--- src/design/stnl_pkg.sv ---
// ----------------------------------------------------------------------------
// Sorted table nearest lookup package
// Shared types and codes for the sorted point table and its cells.
// ----------------------------------------------------------------------------
package stnl_pkg;

  localparam int unsigned ValW = 32;
  localparam int unsigned CntW = 9;

  typedef enum logic [1:0] {
    OP_CLEAR  = 2'd0,
    OP_INSERT = 2'd1,
    OP_QUERY  = 2'd2,
    OP_NONE   = 2'd3
  } op_e;

  typedef enum logic [2:0] {
    ST_OK        = 3'd0,
    ST_EMPTY     = 3'd1,
    ST_INSERTED  = 3'd2,
    ST_LIMITS    = 3'd3,
    ST_DUPLICATE = 3'd4,
    ST_FULL      = 3'd5
  } status_e;

  typedef enum logic [2:0] {
    REG_X_LOW  = 3'd0,
    REG_X_HIGH = 3'd1,
    REG_Y_LOW  = 3'd2,
    REG_Y_HIGH = 3'd3,
    REG_ENABLE = 3'd4
  } reg_e;

  typedef enum logic [1:0] {
    S_IDLE,
    S_EVAL,
    S_REDUCE,
    S_RESP
  } state_e;

  // Broadcast from the controller to every cell.
  typedef struct packed {
    logic                   shift;  // insert: cells above the slot move right
    logic signed [ValW-1:0] px;
    logic signed [ValW-1:0] py;
  } cell_ctl_t;

endpackage

--- src/design/stnl_cell.sv ---
// ----------------------------------------------------------------------------
// Table cell
// Holds one point; on insert either keeps it, takes the new point or takes
// the left neighbour's point.
// ----------------------------------------------------------------------------
module stnl_cell
  import stnl_pkg::*;
(
  input  logic                   clk_i,
  input  cell_ctl_t              ctl_i,
  input  logic                   below_i,  // this cell's index is below the slot
  input  logic                   is_slot_i,
  input  logic signed [ValW-1:0] left_x_i,
  input  logic signed [ValW-1:0] left_y_i,
  output logic signed [ValW-1:0] x_o,
  output logic signed [ValW-1:0] y_o
);

  logic signed [ValW-1:0] x_q, x_d, y_q, y_d;

  always_comb begin
    x_d = x_q;
    y_d = y_q;
    if (ctl_i.shift && !below_i) begin
      if (is_slot_i) begin
        x_d = ctl_i.px;
        y_d = ctl_i.py;
      end else begin
        x_d = left_x_i;
        y_d = left_y_i;
      end
    end
  end

  always_ff @(posedge clk_i) begin
    x_q <= x_d;
    y_q <= y_d;
  end

  assign x_o = x_q;
  assign y_o = y_q;

endmodule

--- config.mk ---
export PLATFORM = sky130hd
export DESIGN_NAME = stnl_cell
export DESIGN_NICKNAME = d
export VERILOG_FILES = /design/src/design/stnl_pkg.sv /design/src/design/stnl_cell.sv
export SDC_FILE = /design/constraint.sdc
export NUM_CORES = 1
export LEC_CHECK = 0
export BUFFER_PORTS_ARGS = -buffer_cell sky130_fd_sc_hd__buf_2
export CAP_MARGIN = 20
export CORE_UTILIZATION = 46
export CTS_CLUSTER_DIAMETER = 50
export DETAILED_ROUTE_END_ITERATION = 16
export GPL_TIMING_DRIVEN = 0
export HOLD_SLACK_MARGIN = 0.12
export PLACE_DENSITY = 0.86
export SETUP_SLACK_MARGIN = 0.2
export SLEW_MARGIN = 30
export SYNTH_ARGS = -nofsm -noshare
export SYNTH_HDL_FRONTEND = slang
export SYNTH_SLANG_ARGS = --single-unit
--- constraint.sdc ---
create_clock -name clk_i -period 12.02 [get_ports clk_i]
set_input_delay 2.404 -clock clk_i [delete_from_list [all_inputs] [get_ports clk_i]]
set_output_delay 2.404 -clock clk_i [all_outputs]
set_load 0.01 [all_outputs]
==> results.py <==
metrics = {
    "synthesis": {
        "ys_seq_area_share_pct": 63.9,
        "synth_area_sq_mm": 0.00301,
        "yosys_warnings": 0,
        "synth_nets": 268,
        "avgSynthCellArea_sq_um": 22.1,
        "synth-seq-cells": 64,
        "synth.distinct_cells": 6,
        "syn_inst": 136,
    },
    "timing": {
        "slew_viol_final": 0,
        "clock.fmax_mhz": 306,
        "period_needed_ns": 3.27,
        "rsz0062_at_grt": "false",
        "tightestPinTransition_ns": 0.594,
        "period_share_pct": 27.2,
        "tns_ns": 0,
        "slew_headroom_pct": 60.3,
        "hold_viol": 0,
        "setup_ws_ns": 8.75,
        "setup_viol": 0,
    },
    "worst_setup_path": {
        "slowest_delay_ns": 0.39,
        "required_ns": 9.62,
        "cp_top_family": "flip-flops",
        "path_class": "reg2out",
        "cp_slowest_cell": "edfxtp_1",
        "critPathBufInv": 1,
        "arrival_ns": 0.87,
        "cp-start-kind": "flip-flop",
        "end_kind": "output port",
        "path_max_fanout": 1,
        "worstPathCellList": "buf_2",
    },
    "clocking": {
        "cts.htree.levels": 3,
        "cts_sinks": 64,
        "cts-resized-gates": 0,
        "clk_pin_slew_ns": 0.07,
        "cts-hold-fix-buffers": 0,
        "clockBufferDepth": 2,
        "postCtsSetupRepairBufs": 0,
        "cts_tree": "done",
        "cts_buffers": 9,
        "cts-root-buf": "clkbuf_8",
    },
    "global_routing": {
        "grt_antenna_before_repair": 0,
        "grt-ovfl-total": 0,
        "grt_use_total_pct": 21.0,
        "grt_pass1_wl_mm": 10.9,
        "grt_max_degree": 28,
        "grt_pass1_vias": 2152,
    },
    "finish": {
        "syn_to_final_growth_pct": 45.4,
        "layout.nets": 475,
        "drive_above_1_share_pct": 81.0,
        "final_common_cell": "buf_2",
        "final_cell_mix": "194 x buf_2, 64 x edfxtp_1, 60 x mux2_4, 9 x clkbuf_8, 6 x buf_12",
        "fillers": 460,
        "antenna_cells": 0,
    },
    "floorplan": {
        "die_y_um": 82.8,
        "start_util_pct": 47.6,
        "die_width_um": 82.8,
        "fp.dieArea_sq_mm": 0.00686,
        "core_area_sq_mm": 0.00631,
        "ios": 196,
        "fp-row-count": 29,
    },
    "detailed_routing": {
        "drt_iter0_markers": 55,
        "routedWlPerCell_um": 16.1,
        "wirelength_mm": 6.86,
        "drc": 0,
        "ant_nets": 0,
        "drt-pass1-iter-count": 4,
        "post_drt_via_cell_ratio": 4.74,
        "num_vias": 2013,
    },
    "placed_design": {
        "gp_congestion": 0.737,
        "io_buffers": 194,
        "preCtsSetupSlack_ns": 8.42,
        "dp_hpwl_mm": 5.40,
    },
    "run": {
        "maxCapViolCount": 0,
    },
    "pwr": {
        "power_density_mw_per_mm2": 133,
        "p_leak_uw": 0.00208,
        "max-vdd-ir-drop_uv": 95.8,
    },
    "status": {
        "status": "finished clean",
    },
    "worst_hold_path": {
        "hp-class": "in2reg",
    },
}
[power breakdown]
part / leakage, uW / internal, uW / switching [uW] / total, uW
Clock: 0.000118 / 137 / 80.4 / 218
Sequential: 0.000601 / 265 / 3.70 / 269
Combinational: 0.00137 / 55.4 / 37.1 / 92.4
[routing by layer]
layer  vias to the layer above  track usage [%]  wire length, um
met5                         -                0                0
met4                         0             9.87              153
met3                        15             5.57              524
met2                       118             38.2             3730
met1                       930             22.6             2450
li1                        950                -                -
[stage by stage]
step | total power, uW | area, sq um | hold WS, ns | cells | utilization (%)
after floorplan | 324 | 3010 | 2.62 | 136 | -
after CTS | 584 | 4370 | 2.36 | 425 | 69.2
after detailed placement | 367 | 4140 | 2.71 | 409 | 65.5
after global placement | 362 | 4070 | 2.70 | 407 | 64.5
final | 579 | 4370 | 2.37 | 425 | 69.2
after global routing | 600 | 4370 | 2.36 | 425 | 69.2
[kinds of logic (layout without fill, tap and decap cells)]
logic type    after synthesis  count (layout)  share of synthesized area, %
buf+inv                     7             219                          4.37
mux                        64              64                          31.5
simple gates                1               1                         0.208
flops                      64              64                          63.9
[area by class of cell]
class	count	area [sq um]	share of cell area, %
clock buffers	10	128	2.92
flip-flops and latches	64	1920	44.0
plain buffers	7	131	3.01
multi-input cells	65	960	22.0
clock inverters	6	108	2.46
repair buffers	196	1030	23.5
well taps	77	96.3	2.20
[cells in the mapped netlist (all sizes together)]
| cell type | n | area (sq um) |
|---|---|---|
| buf | 7 | 131 |
| edfxtp | 64 | 1920 |
| mux2 | 64 | 946 |
| nor2b | 1 | 6.26 |
[registers in the layout, summed over array words and instances (netlist names)]
name / cells
y_o: 32
x_o: 32
[worst paths after layout]
| kind | to | startpoint | depth (start not counted) |
|---|---|---|---|
| setup / recovery | x_o[22] | x_o[22] | 1 |
| hold / removal | y_o[30] | ctl_i[30] | 2 |
Note: power is estimated with default switching activity, not from simulation.
